<file path="config.mk">
export PLATFORM = sky130hd
export DESIGN_NAME = reader_bracket_response_parser_unit
export DESIGN_NICKNAME = d
export VERILOG_FILES = /design/src/rtl/brp_pkg.sv /design/src/rtl/reader_bracket_response_parser_unit.sv /design/src/rtl/brp_parser.sv /design/src/rtl/brp_store.sv
export SDC_FILE = /design/constraint.sdc
export NUM_CORES = 2
export LEC_CHECK = 0
export ABC_AREA = 1
export BUFFER_PORTS_ARGS = -buffer_cell sky130_fd_sc_hd__buf_2
export CAP_MARGIN = 20
export CORE_MARGIN = 10
export CORE_UTILIZATION = 51
export CTS_BUF_LIST = sky130_fd_sc_hd__clkbuf_4 sky130_fd_sc_hd__clkbuf_8
export DETAILED_ROUTE_END_ITERATION = 6
export HOLD_SLACK_MARGIN = 0.05
export PLACE_DENSITY = 0.73
export SKIP_LAST_GASP = 1
export SYNTH_ARGS = -nofsm -noshare
export SYNTH_HDL_FRONTEND = slang
export SYNTH_SLANG_ARGS = --single-unit
</file>
<file path="constraint.sdc">
create_clock -name clk_i -period 8.59 [get_ports clk_i]
set_input_delay 1.2885 -clock clk_i [delete_from_list [all_inputs] [get_ports clk_i]]
set_output_delay 1.2885 -clock clk_i [all_outputs]
set_load 0.1 [all_outputs]
</file>
<file path="src/rtl/brp_pkg.sv">
// ----------------------------------------------------------------------------
// Reader bracket response parser: shared definitions
// Widths, character codes, action and command codes, and the structs that
// pass between the parser, the string store and the top level.
// ----------------------------------------------------------------------------
package brp_pkg;

  localparam int MaxIds  = 8;
  localparam int IdChars = 32;

  localparam int SlotW   = 3;   // indexes MaxIds slots
  localparam int PosW    = 5;   // indexes IdChars characters
  localparam int FillW   = 6;   // holds 0 .. IdChars
  localparam int IdCntW  = 4;   // holds 0 .. MaxIds
  localparam int IdAddrW = SlotW + PosW;
  localparam int IdDepth = MaxIds * IdChars;

  localparam int InDataW  = 24;
  localparam int InUserW  = 3;
  localparam int OutDataW = 40;

  localparam logic [7:0] ChDone  = 8'h44;  // 'D'
  localparam logic [7:0] ChOpen  = 8'h5B;  // '['
  localparam logic [7:0] ChClose = 8'h5D;  // ']'
  localparam logic [7:0] ChComma = 8'h2C;  // ','
  localparam logic [7:0] ChLf    = 8'h0A;  // line feed

  typedef enum logic [1:0] {
    ActByte  = 2'd0,
    ActArm   = 2'd1,
    ActClear = 2'd2,
    ActRead  = 2'd3
  } brp_action_e;

  localparam logic [2:0] CmdInventory = 3'd0;
  localparam logic [2:0] CmdBlkRead   = 3'd1;
  localparam logic [2:0] CmdBlkWrite  = 3'd2;
  localparam logic [2:0] CmdCountOn   = 3'd3;
  localparam logic [2:0] CmdCountOff  = 3'd4;

  typedef struct packed {
    brp_action_e       action;
    logic [7:0]        rx_byte;
    logic [2:0]        command;
    logic              read_source;
    logic [SlotW-1:0]  slot;
    logic [PosW-1:0]   position;
  } brp_item_t;

  typedef struct packed {
    logic [IdCntW-1:0] uid_count;
    logic [7:0]        data_count;
    logic [7:0]        line_feeds;
    logic              inventory_active;
    logic              read_active;
    logic              write_active;
    logic              in_block;
  } brp_status_t;

  // Store updates requested by the parser for one step.
  typedef struct packed {
    logic               id_we;
    logic [IdAddrW-1:0] id_addr;
    logic               buf_we;
    logic [PosW-1:0]    buf_addr;
    logic [7:0]         wdata;
    logic               len_we;
    logic [SlotW-1:0]   len_slot;
    logic [FillW-1:0]   len_val;
    logic               dlen_we;
    logic [FillW-1:0]   dlen_val;
    logic               clr_lens;
  } brp_wr_t;

  typedef struct packed {
    logic             en;
    logic             src;
    logic [SlotW-1:0] slot;
    logic [PosW-1:0]  pos;
  } brp_rd_t;

endpackage

</file>
<file path="src/rtl/reader_bracket_response_parser_unit.sv">
// ----------------------------------------------------------------------------
// Reader bracket response parser
// Parses the bracketed replies of a tag reader under an armed command and
// answers reads of the stored tag IDs and block data.
// ----------------------------------------------------------------------------
//  channel  | direction | tdata (lowest bit up)                    | tuser
//  s_axis   | in        | rx_byte, command, slot, position         | action, read_source
//  m_axis   | out       | uid_count, data_count, line_feeds,       | -
//           |           | inventory/read/write active, in_block,   |
//           |           | read_char, read_length                   |
//
// An item passes from transfer to result through the input register, where the parser
// and the store update and the memory read is issued, and then through the result
// register, which takes the registered memory read data.
// One item is accepted every cycle while m_axis_tready is high.
// A stall on m_axis holds both stages; s_axis_tready falls only when both are full.
// Reset clears flags, counters and stored lengths; ID and buffer characters
// are undefined until written.
module reader_bracket_response_parser_unit (
  input  logic                           clk_i,
  input  logic                           rst_ni,
  input  logic                           s_axis_tvalid,
  output logic                           s_axis_tready,
  // rx_byte[7:0], command[10:8], slot[13:11], position[18:14], zero fill
  input  logic [brp_pkg::InDataW-1:0]    s_axis_tdata,
  // action[1:0], read_source[2]
  input  logic [brp_pkg::InUserW-1:0]    s_axis_tuser,
  output logic                           m_axis_tvalid,
  input  logic                           m_axis_tready,
  // uid_count[3:0], data_count[11:4], line_feeds[19:12], inventory_active[20],
  // read_active[21], write_active[22], in_block[23], read_char[31:24],
  // read_length[37:32], zero fill
  output logic [brp_pkg::OutDataW-1:0]   m_axis_tdata
);
  import brp_pkg::*;

  logic        in_valid_q;
  brp_item_t   in_item_q;
  logic        out_valid_q;
  brp_status_t out_status_q;

  logic        advance;
  logic        step;
  brp_item_t   s_item;
  brp_status_t status_nxt;
  brp_wr_t     wr;
  brp_rd_t     rd;
  logic [7:0]  read_char;
  logic [5:0]  read_length;

  assign advance       = !out_valid_q || m_axis_tready;
  assign step          = in_valid_q && advance;
  assign s_axis_tready = !in_valid_q || advance;

  assign s_item.action      = brp_action_e'(s_axis_tuser[1:0]);
  assign s_item.read_source = s_axis_tuser[2];
  assign s_item.rx_byte     = s_axis_tdata[7:0];
  assign s_item.command     = s_axis_tdata[10:8];
  assign s_item.slot        = s_axis_tdata[13:11];
  assign s_item.position    = s_axis_tdata[18:14];

  always_ff @(posedge clk_i or negedge rst_ni) begin
    if (!rst_ni) begin
      in_valid_q  <= 1'b0;
      out_valid_q <= 1'b0;
    end else begin
      if (s_axis_tready) in_valid_q  <= s_axis_tvalid;
      if (advance)       out_valid_q <= in_valid_q;
    end
  end

  always_ff @(posedge clk_i) begin
    if (s_axis_tvalid && s_axis_tready) in_item_q <= s_item;
    if (step) out_status_q <= status_nxt;
  end

  brp_parser u_parser (
    .clk_i    (clk_i),
    .rst_ni   (rst_ni),
    .step_i   (step),
    .item_i   (in_item_q),
    .status_o (status_nxt),
    .wr_o     (wr),
    .rd_o     (rd)
  );

  brp_store u_store (
    .clk_i         (clk_i),
    .rst_ni        (rst_ni),
    .step_i        (step),
    .wr_i          (wr),
    .rd_i          (rd),
    .read_char_o   (read_char),
    .read_length_o (read_length)
  );

  assign m_axis_tvalid = out_valid_q;
  assign m_axis_tdata  = {2'b00,
                          read_length,
                          read_char,
                          out_status_q.in_block,
                          out_status_q.write_active,
                          out_status_q.read_active,
                          out_status_q.inventory_active,
                          out_status_q.line_feeds,
                          out_status_q.data_count,
                          out_status_q.uid_count};

endmodule

</file>
<file path="src/rtl/brp_parser.sv">
// ----------------------------------------------------------------------------
// Reader bracket response parser: command flags and bracket parser
// Holds the armed-command flags, the block fill state and the counters, and
// works out the next state and the store updates for one item.
// ----------------------------------------------------------------------------
module brp_parser (
  input  logic                clk_i,
  input  logic                rst_ni,
  input  logic                step_i,
  input  brp_pkg::brp_item_t  item_i,
  output brp_pkg::brp_status_t status_o,
  output brp_pkg::brp_wr_t    wr_o,
  output brp_pkg::brp_rd_t    rd_o
);
  import brp_pkg::*;

  logic              inv_q, inv_d;
  logic              rdf_q, rdf_d;
  logic              wrf_q, wrf_d;
  logic              cnt_q, cnt_d;
  logic              open_q, open_d;
  logic              comma_q, comma_d;
  logic [FillW-1:0]  fill_q, fill_d;
  logic [IdCntW-1:0] ids_q, ids_d;
  logic [7:0]        blks_q, blks_d;
  logic [7:0]        lines_q, lines_d;

  logic any_cmd;
  logic ids_room;
  logic fill_room;
  logic [7:0] b;

  assign b         = item_i.rx_byte;
  assign any_cmd   = inv_q | rdf_q | wrf_q;
  assign ids_room  = ids_q < IdCntW'(MaxIds);
  assign fill_room = fill_q < FillW'(IdChars);

  always_comb begin
    inv_d   = inv_q;
    rdf_d   = rdf_q;
    wrf_d   = wrf_q;
    cnt_d   = cnt_q;
    open_d  = open_q;
    comma_d = comma_q;
    fill_d  = fill_q;
    ids_d   = ids_q;
    blks_d  = blks_q;
    lines_d = lines_q;
    wr_o          = '0;
    wr_o.wdata    = b;
    wr_o.id_addr  = {ids_q[SlotW-1:0], fill_q[PosW-1:0]};
    wr_o.buf_addr = fill_q[PosW-1:0];
    wr_o.len_slot = ids_q[SlotW-1:0];
    wr_o.len_val  = fill_q;
    wr_o.dlen_val = fill_q;

    unique case (item_i.action)
      ActByte: begin
        if (any_cmd) begin
          priority if (b == ChDone && !open_q) begin
            inv_d = 1'b0;
          end else if (b == ChOpen) begin
            fill_d  = '0;
            open_d  = 1'b1;
            comma_d = 1'b0;
          end else if (b == ChClose && ids_room && open_q) begin
            if (rdf_q) begin
              wr_o.dlen_we = 1'b1;
              if (blks_q != 8'hFF) blks_d = blks_q + 8'd1;
            end else if (!comma_q && !wrf_q) begin
              wr_o.len_we = 1'b1;
              ids_d = ids_q + IdCntW'(1);
            end
            open_d = 1'b0;
            rdf_d  = 1'b0;
            wrf_d  = 1'b0;
          end else if (open_q && fill_room && ids_room) begin
            if (rdf_q) begin
              wr_o.buf_we = 1'b1;
              fill_d = fill_q + FillW'(1);
            end else if (!wrf_q) begin
              wr_o.id_we = 1'b1;
              if (fill_q == '0) comma_d = (b == ChComma);
              fill_d = fill_q + FillW'(1);
            end
          end else begin
            // Text outside a block, an overflowing block or a full store.
            fill_d = '0;
            open_d = 1'b0;
          end
        end else if (cnt_q && b == ChLf && lines_q != 8'hFF) begin
          lines_d = lines_q + 8'd1;
        end
      end
      ActArm: begin
        unique case (item_i.command)
          CmdInventory: inv_d = 1'b1;
          CmdBlkRead:   rdf_d = 1'b1;
          CmdBlkWrite:  wrf_d = 1'b1;
          CmdCountOn:   cnt_d = 1'b1;
          CmdCountOff:  cnt_d = 1'b0;
          default:      ;
        endcase
      end
      ActClear: begin
        ids_d         = '0;
        blks_d        = '0;
        lines_d       = '0;
        wr_o.clr_lens = 1'b1;
      end
      ActRead: ;
      default: ;
    endcase
  end

  assign rd_o.en   = (item_i.action == ActRead);
  assign rd_o.src  = item_i.read_source;
  assign rd_o.slot = item_i.slot;
  assign rd_o.pos  = item_i.position;

  assign status_o.uid_count        = ids_d;
  assign status_o.data_count       = blks_d;
  assign status_o.line_feeds       = lines_d;
  assign status_o.inventory_active = inv_d;
  assign status_o.read_active      = rdf_d;
  assign status_o.write_active     = wrf_d;
  assign status_o.in_block         = open_d;

  always_ff @(posedge clk_i or negedge rst_ni) begin
    if (!rst_ni) begin
      inv_q   <= 1'b0;
      rdf_q   <= 1'b0;
      wrf_q   <= 1'b0;
      cnt_q   <= 1'b0;
      open_q  <= 1'b0;
      comma_q <= 1'b0;
      fill_q  <= '0;
      ids_q   <= '0;
      blks_q  <= '0;
      lines_q <= '0;
    end else if (step_i) begin
      inv_q   <= inv_d;
      rdf_q   <= rdf_d;
      wrf_q   <= wrf_d;
      cnt_q   <= cnt_d;
      open_q  <= open_d;
      comma_q <= comma_d;
      fill_q  <= fill_d;
      ids_q   <= ids_d;
      blks_q  <= blks_d;
      lines_q <= lines_d;
    end
  end

endmodule

</file>
<file path="src/rtl/brp_store.sv">
// ----------------------------------------------------------------------------
// Reader bracket response parser: string store
// Tag ID memory, block data buffer and their lengths, with a registered
// read port that delivers the requested character and length.
// ----------------------------------------------------------------------------
module brp_store (
  input  logic             clk_i,
  input  logic             rst_ni,
  input  logic             step_i,
  input  brp_pkg::brp_wr_t wr_i,
  input  brp_pkg::brp_rd_t rd_i,
  output logic [7:0]       read_char_o,
  output logic [5:0]       read_length_o
);
  import brp_pkg::*;

  logic [7:0]       id_mem  [IdDepth];
  logic [7:0]       buf_mem [IdChars];
  logic [FillW-1:0] id_len_q [MaxIds];
  logic [FillW-1:0] dlen_q;

  logic [7:0]       id_rdata_q;
  logic [7:0]       buf_rdata_q;
  logic             src_q;
  logic             hit_q;
  logic [FillW-1:0] rlen_q;

  logic [FillW-1:0] rlen;
  logic             hit;

  always_comb begin
    rlen = '0;
    if (rd_i.en) begin
      if (rd_i.src) begin
        rlen = dlen_q;
      end else if (int'(rd_i.slot) < MaxIds) begin
        rlen = id_len_q[rd_i.slot];
      end
    end
  end

  assign hit = ({1'b0, rd_i.pos} < rlen) && (int'(rd_i.pos) < IdChars);

  always_ff @(posedge clk_i) begin
    if (step_i) begin
      if (wr_i.id_we)  id_mem[wr_i.id_addr]   <= wr_i.wdata;
      if (wr_i.buf_we) buf_mem[wr_i.buf_addr] <= wr_i.wdata;
      id_rdata_q  <= id_mem[{rd_i.slot, rd_i.pos}];
      buf_rdata_q <= buf_mem[rd_i.pos];
      src_q       <= rd_i.src;
      rlen_q      <= rlen;
    end
  end

  always_ff @(posedge clk_i or negedge rst_ni) begin
    if (!rst_ni) begin
      for (int i = 0; i < MaxIds; i++) id_len_q[i] <= '0;
      dlen_q <= '0;
      hit_q  <= 1'b0;
    end else if (step_i) begin
      hit_q <= hit;
      if (wr_i.clr_lens) begin
        for (int i = 0; i < MaxIds; i++) id_len_q[i] <= '0;
      end else if (wr_i.len_we) begin
        id_len_q[wr_i.len_slot] <= wr_i.len_val;
      end
      if (wr_i.dlen_we) dlen_q <= wr_i.dlen_val;
    end
  end

  assign read_char_o   = hit_q ? (src_q ? buf_rdata_q : id_rdata_q) : 8'h00;
  assign read_length_o = 6'(rlen_q);

endmodule

</file>
### After elaboration in Yosys (flattened, before gate mapping)

Memory sizes are Yosys's and may differ from the RTL's. A register that Yosys moved wholly into a read port is not among the register bits.
Cells that the tools add are included.
W data, S select, Z words.

| word-level totals | value |
|---|---|
| bits in registers | 142 |
| RAM bits | 2304 |
| input bits | 31 |
| output and inout port bits | 42 |
| memories kept | 2 |

| cells by class | value |
|---|---|
| add/subtract/negate cells | 4 |
| $lt $le $gt $ge | 6 |
| eq/ne operators | 18 |
| muxes and demuxes | 97 |
| bitwise gates (word level) | 5 |
| reductions and logical operators | 30 |

Memory list:

| memory | depth | bits a word | read ports | clocked after memory_dff | wr ports | line | text |
|---|---|---|---|---|---|---|---|
| u_store.id_mem | 256 | 8 | 1 | 1 | 1 | brp_store.sv:17 | `logic [7:0] id_mem [IdDepth];` |
| u_store.buf_mem | 32 | 8 | 1 | 1 | 1 | brp_store.sv:18 | `logic [7:0] buf_mem [IdChars];` |

Operators by type and width:

| operator | number |
|---|---|
| $mux W48 | 2 |
| $mux W8 | 10 |
| $mux W6 | 10 |
| $mux W1 | 59 |
| $bwmux W48 | 1 |
| $pmux W8 S2 | 2 |
| $eq A8 B7 Y1 const B | 3 |
| $mux W4 | 6 |
| $bmux W6 S3 | 1 |
| $demux W6 S3 | 1 |
| $add A8 B1 Y8 const B | 2 |
| $ne A8 B8 Y1 const B | 2 |
| $logic_and A1 B1 Y1 | 11 |
| $reduce_and A9 Y1 | 1 |
| $eq A8 B4 Y1 const B | 1 |
| $eq A8 B6 Y1 const B | 1 |
| $ge A4 B4 Y1 const B | 2 |
| $not A3 Y4 | 2 |
| $pmux W1 S2 | 4 |
| $pmux W4 S2 | 1 |
| $reduce_bool A2 Y1 | 4 |
| $add A6 B1 Y6 const B | 1 |
| $eq A3 B2 Y1 const B | 2 |
| $logic_not A6 Y1 | 1 |
| other kinds (21) | 30 |

### Longest topological paths before layout

| logic depth | value |
|---|---|
| depth in word-level cells | 12 |
| depth in mapped cells | 14 |
| depth with buffers taken out | 13 |

### Modules after synthesis

Synthesis repeated with hierarchy kept, for this count alone.

| second synthesis, totals | value |
|---|---|
| cell total of the unflattened synthesis | 8631 |
| area, all modules | 101014.4 um2 |

Modules (own cells, without submodules):

| module | times used | cells an instance | area an instance (um2) |
|---|---|---|---|
| brp_store | 1 | 8107 | 96503.8 |
| brp_parser | 1 | 463 | 3015.4 |
| reader_bracket_response_parser_unit | 1 | 61 | 1495.2 |

### Worst setup path after synthesis

Ideal clock, no wire load.

| timing | value |
|---|---|
| path kind | reg-to-reg |
| from | register in_item_q[19] (netlist bit) |
| to | memory u_store.id_mem[43][0] (enable) |
| arrival time | 5668 ps |
| required time | 8220 ps |
| slack | 2552 ps |
| stages on the path, launching flop included | 12 |
| buffers on the path | 1 |
| period minus slack after synthesis | 6038 ps |
| cells stage by stage | edfxtp_1 -> inv_1 -> nand3_2 -> nor2_4 -> nand4_1 -> nand2_1 -> nor2_1 -> nand2_4 -> nor2_4 -> nand2_1 -> buf_2 -> nor2_1 |

| between the ends | value |
|---|---|
| cells in the longest elaborated chain, start to end | 11 |

Ends and longest elaborated chain:

| element | line | text |
|---|---|---|
| from (decl) | reader_bracket_response_parser_unit.sv:38 | `brp_item_t in_item_q;` |
| from (signal assigned) | reader_bracket_response_parser_unit.sv:73 | `if (s_axis_tvalid && s_axis_tready) in_item_q <= s_item;` |
| $eq A8 B7 Y1 | brp_parser.sv:66 | `end else if (b == ChClose && ids_room && open_q) begin` |
| $logic_and A1 B1 Y1 (2 in series) | brp_parser.sv:66 |  |
| $mux W1 | brp_parser.sv:66 |  |
| $mux W1 | brp_parser.sv:62 | `end else if (b == ChOpen) begin` |
| $mux W1 * | brp_parser.sv:60 | `priority if (b == ChDone && !open_q) begin` |
| $mux W1 * | brp_parser.sv:59 | `if (any_cmd) begin` |
| $mux W1 * | brp_parser.sv:57 | `unique case (item_i.action)` |
| $mux W1 * | brp_store.sv:46 | `if (wr_i.id_we) id_mem[wr_i.id_addr] <= wr_i.wdata;` |
| $mux W1 * | brp_store.sv:45 | `if (step_i) begin` |
| $mux W1 (implied by the code) * | brp_store.sv:46 |  |
| to (decl) | brp_store.sv:17 |  |

Mark *: on every way between the ends. The rest lies on a longest branch, timed or not.

==> results_dict.tcl <==
set metrics [dict create \
    status "finished with violations" \
    violations "DRC" \
    die_h_um 464 \
    die_w_um 464 \
    grt_max_degree 229 \
    synthTopCellsByCount "2410 x nand2_1, 2373 x edfxtp_1, 2070 x nand3_1, 530 x nor2_1, 244 x buf_2" \
    h-tree-depth 5 \
    combPwrFrac 0.105 \
    critPathMaxStageDelay_ns 0.89 \
    yosysMostFrequentCell "nand2_1" \
    pwr-share-seq 0.528 \
    dr.first_iter.drc_count 9175 \
    crit_path_end_kind "flop" \
    start_util 0.514 \
    synth.distinct_cells 46 \
    slew_headroom 0.0972 \
    fmax_mhz 220 \
    holdWs_ns 0.400 \
    synth_warnings 0 \
    path_clk_slew_ns 0.06 \
    fin_setup_tns_ns 0 \
    area_delta_synth_final_pct 9.26 \
    seq_area_frac_synth 0.731 \
    finalSetupViolCount 0 \
    first_global_vias 65600 \
    vias 67800 \
    period_needed_ns 4.55 \
    grt_pass1_wl_um 393000 \
    multi_input_area_um2 24100 \
    crit_top_cell "nand3_1" \
    seq_area_um2 73500 \
    synth_top_area_cell "edfxtp_1" \
    numCtsBuffers 383 \
    cp_max_fo 173 \
    p_clk_frac 0.367 \
    arrival_ns 5.37 \
    cts_sinks 2462 \
    cts_tree "built" \
    hold_viol 0 \
    viasPerCell 5.90 \
    path_cells "buf_4, buf_12, buf_4, nand3_1, nand3_1, nand3_1, nand3_1, nand3_1, nand3_1, nand2_1, nand2_1, nand2_1" \
    syn-cell-area_um2 101000 \
    synth_area_leaders "edfxtp_1 71%, nand3_1 10%, nand2_1 9.0%, dfrtp_1 2.2%, nor2_1 2.0%" \
    power_density_nw_per_um2 231 \
    slew_violations 0 \
    worst_pin_slew_ns 1.35 \
    fillers 15500 \
    root_buffer "clkbuf_8" \
    rsz0062_at_grt "false" \
    max_cap_viol_count 0 \
    worstHoldPathType "input port to flop" \
    synth.top_cell.area_share 0.709 \
    core_area_um2 196000 \
    syn_area_per_cell_um2 11.7 \
    netlist_instances 8596 \
    antenna_found_initial 6 \
    synth_edf_count 2373 \
    start_kind "flop" \
    synth_seq_cells 2462 \
    ioPinCount 73 \
    switching_share 0.261 \
    drtPass1Iterations 7 \
    p_sw_mw 6.62 \
    period_share 0.530 \
    layout-drive-gt1-share 0.0863 \
    cts_resized 0 \
    async_flop_share 0.0361 \
    fin_util 0.562 \
    routed_wl_um 262000 \
    crit_slowest_cell "buf_4" \
    leakagePower_nw 38.5 \
    clk_latency_ns 1.10 \
    crit_type "flop to flop" \
    io_buffers 65 \
    grt_use_total 0.235 \
    fin_nets 8625 \
    ir_drop_mv 0.252 \
    place_congestion 0.880 \
    route.detailed.drc 1 \
    skew_ns 0.0699 \
    yosys_most_used_dff "edfxtp_1" \
    clockBufferDepth 4 \
    die_area_um2 215000 \
    gr-total-overflow 0 \
    postRouteAntennaNets 0 \
    hpwl_um 142000 \
    wl_per_cell_um 22.8 \
    cp_data_required_time_ns 9.41 \
    internal_power_mw 18.8 \
    rows 162 \
]
==> kinds of logic (layout without fill, tap and decap cells) <==
family,Yosys count,after routing,share of synthesized area
and+or+nand+nor,5068,5068,0.218
buffers and inverters,687,956,0.0295
DFF,2462,2462,0.731
AOI/OAI and AO/OA,365,365,0.0203
xor gates and xnor gates,2,2,0.000174
other,1,9,0.0000373
adders and majority gates,11,11,0.00137
==> routing by layer <==
metal / global-route usage / vias to the layer above / part of all wire
met3: 0.0510 / 603 / 0.11
li1: - / 30500 / -
met2: 0.363 / 3956 / 0.46
met4: 0.110 / 2 / 0.044
met5: 0 / - / 0.000046
met1: 0.319 / 32800 / 0.38
==> sequential cells by signal (all words and copies together) (netlist names), 22 cells and up <==
register / count
u_store.id_mem: 2048
u_store.buf_mem: 256
u_store.id_len_q: 48
m_axis_tdata: 24
in_item_q: 22
==> path summary, 6_finish.rpt <==
path	start	endpoint	slack [ns]	cells past startpoint
min in group asynchronous	rst_ni	u_parser.lines_q[4]$_DFFE_PN0P_	0.63	2
max reg2reg	in_item_q[1]$_DFFE_PP_	u_store.id_rdata_q[1]$_DFFE_PP_	4.04	12
min reg2reg	u_store.id_len_q[9]$_DFFE_PN0P_	u_store.id_len_q[9]$_DFFE_PN0P_	0.47	2
max	in_item_q[1]$_DFFE_PP_	u_store.id_rdata_q[1]$_DFFE_PP_	4.04	12
max in group asynchronous	rst_ni	u_parser.fill_q[1]$_DFFE_PN0P_	6.67	3
min	s_axis_tdata[7]	in_item_q[19]$_DFFE_PP_	0.40	1
==> placed cells by master (no fill, tap or decap), types with 65 or more instances in the layout <==
cell / Yosys / layout
clkbuf_8: 0 / 394
buf_4: 17 / 83
o22ai_1: 82 / 82
edfxtp_1: 2373 / 2373
inv_1: 108 / 103
buf_2: 244 / 65
nand3_1: 2070 / 2069
clkinv_1: 1 / 117
nor2_1: 530 / 530
nand2_1: 2410 / 2407
dfrtp_1: 89 / 89
o21ai_0: 213 / 213
clkbuf_4: 0 / 118
==> power by group through the flow <==
stage	clock, mW	combinational [mW]	sequential, mW
final	9.32	2.66	13.4
after global routing	9.93	2.81	13.4
after CTS	9.39	2.61	13.4
after detailed placement	0	2.60	13.7
after global placement	0	2.55	13.7
after floorplan	0	1.35	14.0
==> critical path: cells and delay by family, from the launching register on <==
family	cells	cell delay [ns]
DFF	1	0.33
and+or+nand+nor	9	1.46
buffers and inverters	3	2.21
==> cell type report <==
type	instances	area share
diodes	7	0.000159
flip-flops and latches	2462	0.669
multi-input cells	5448	0.220
repair buffers	171	0.0126
well taps	2624	0.0299
clock inverters	157	0.00737
inverters	117	0.00426
clock buffers	511	0.0573
==> metrics by stage <==
stage | setup WS, ns | area [um2] | power (mW) | std cells
finish | 4.04 | 110000 | 25.4 | 11500
global route | 3.85 | 110000 | 26.2 | 11500
CTS | 4.16 | 110000 | 25.4 | 11500
detailed placement | 4.09 | 103000 | 16.3 | 10800
global placement | 4.14 | 103000 | 16.2 | 10800
floorplan | 2.55 | 101000 | 15.3 | 8597
==> repair_timing <==
action / in CTS / in global routing
endpoints found under the setup margin: 0 / 0
setup buffers: 0 / 0
hold buffers: 1 / 0
hold endpoints to repair: 13 / 0
No activity file was read; power rests on OpenSTA's default activity.
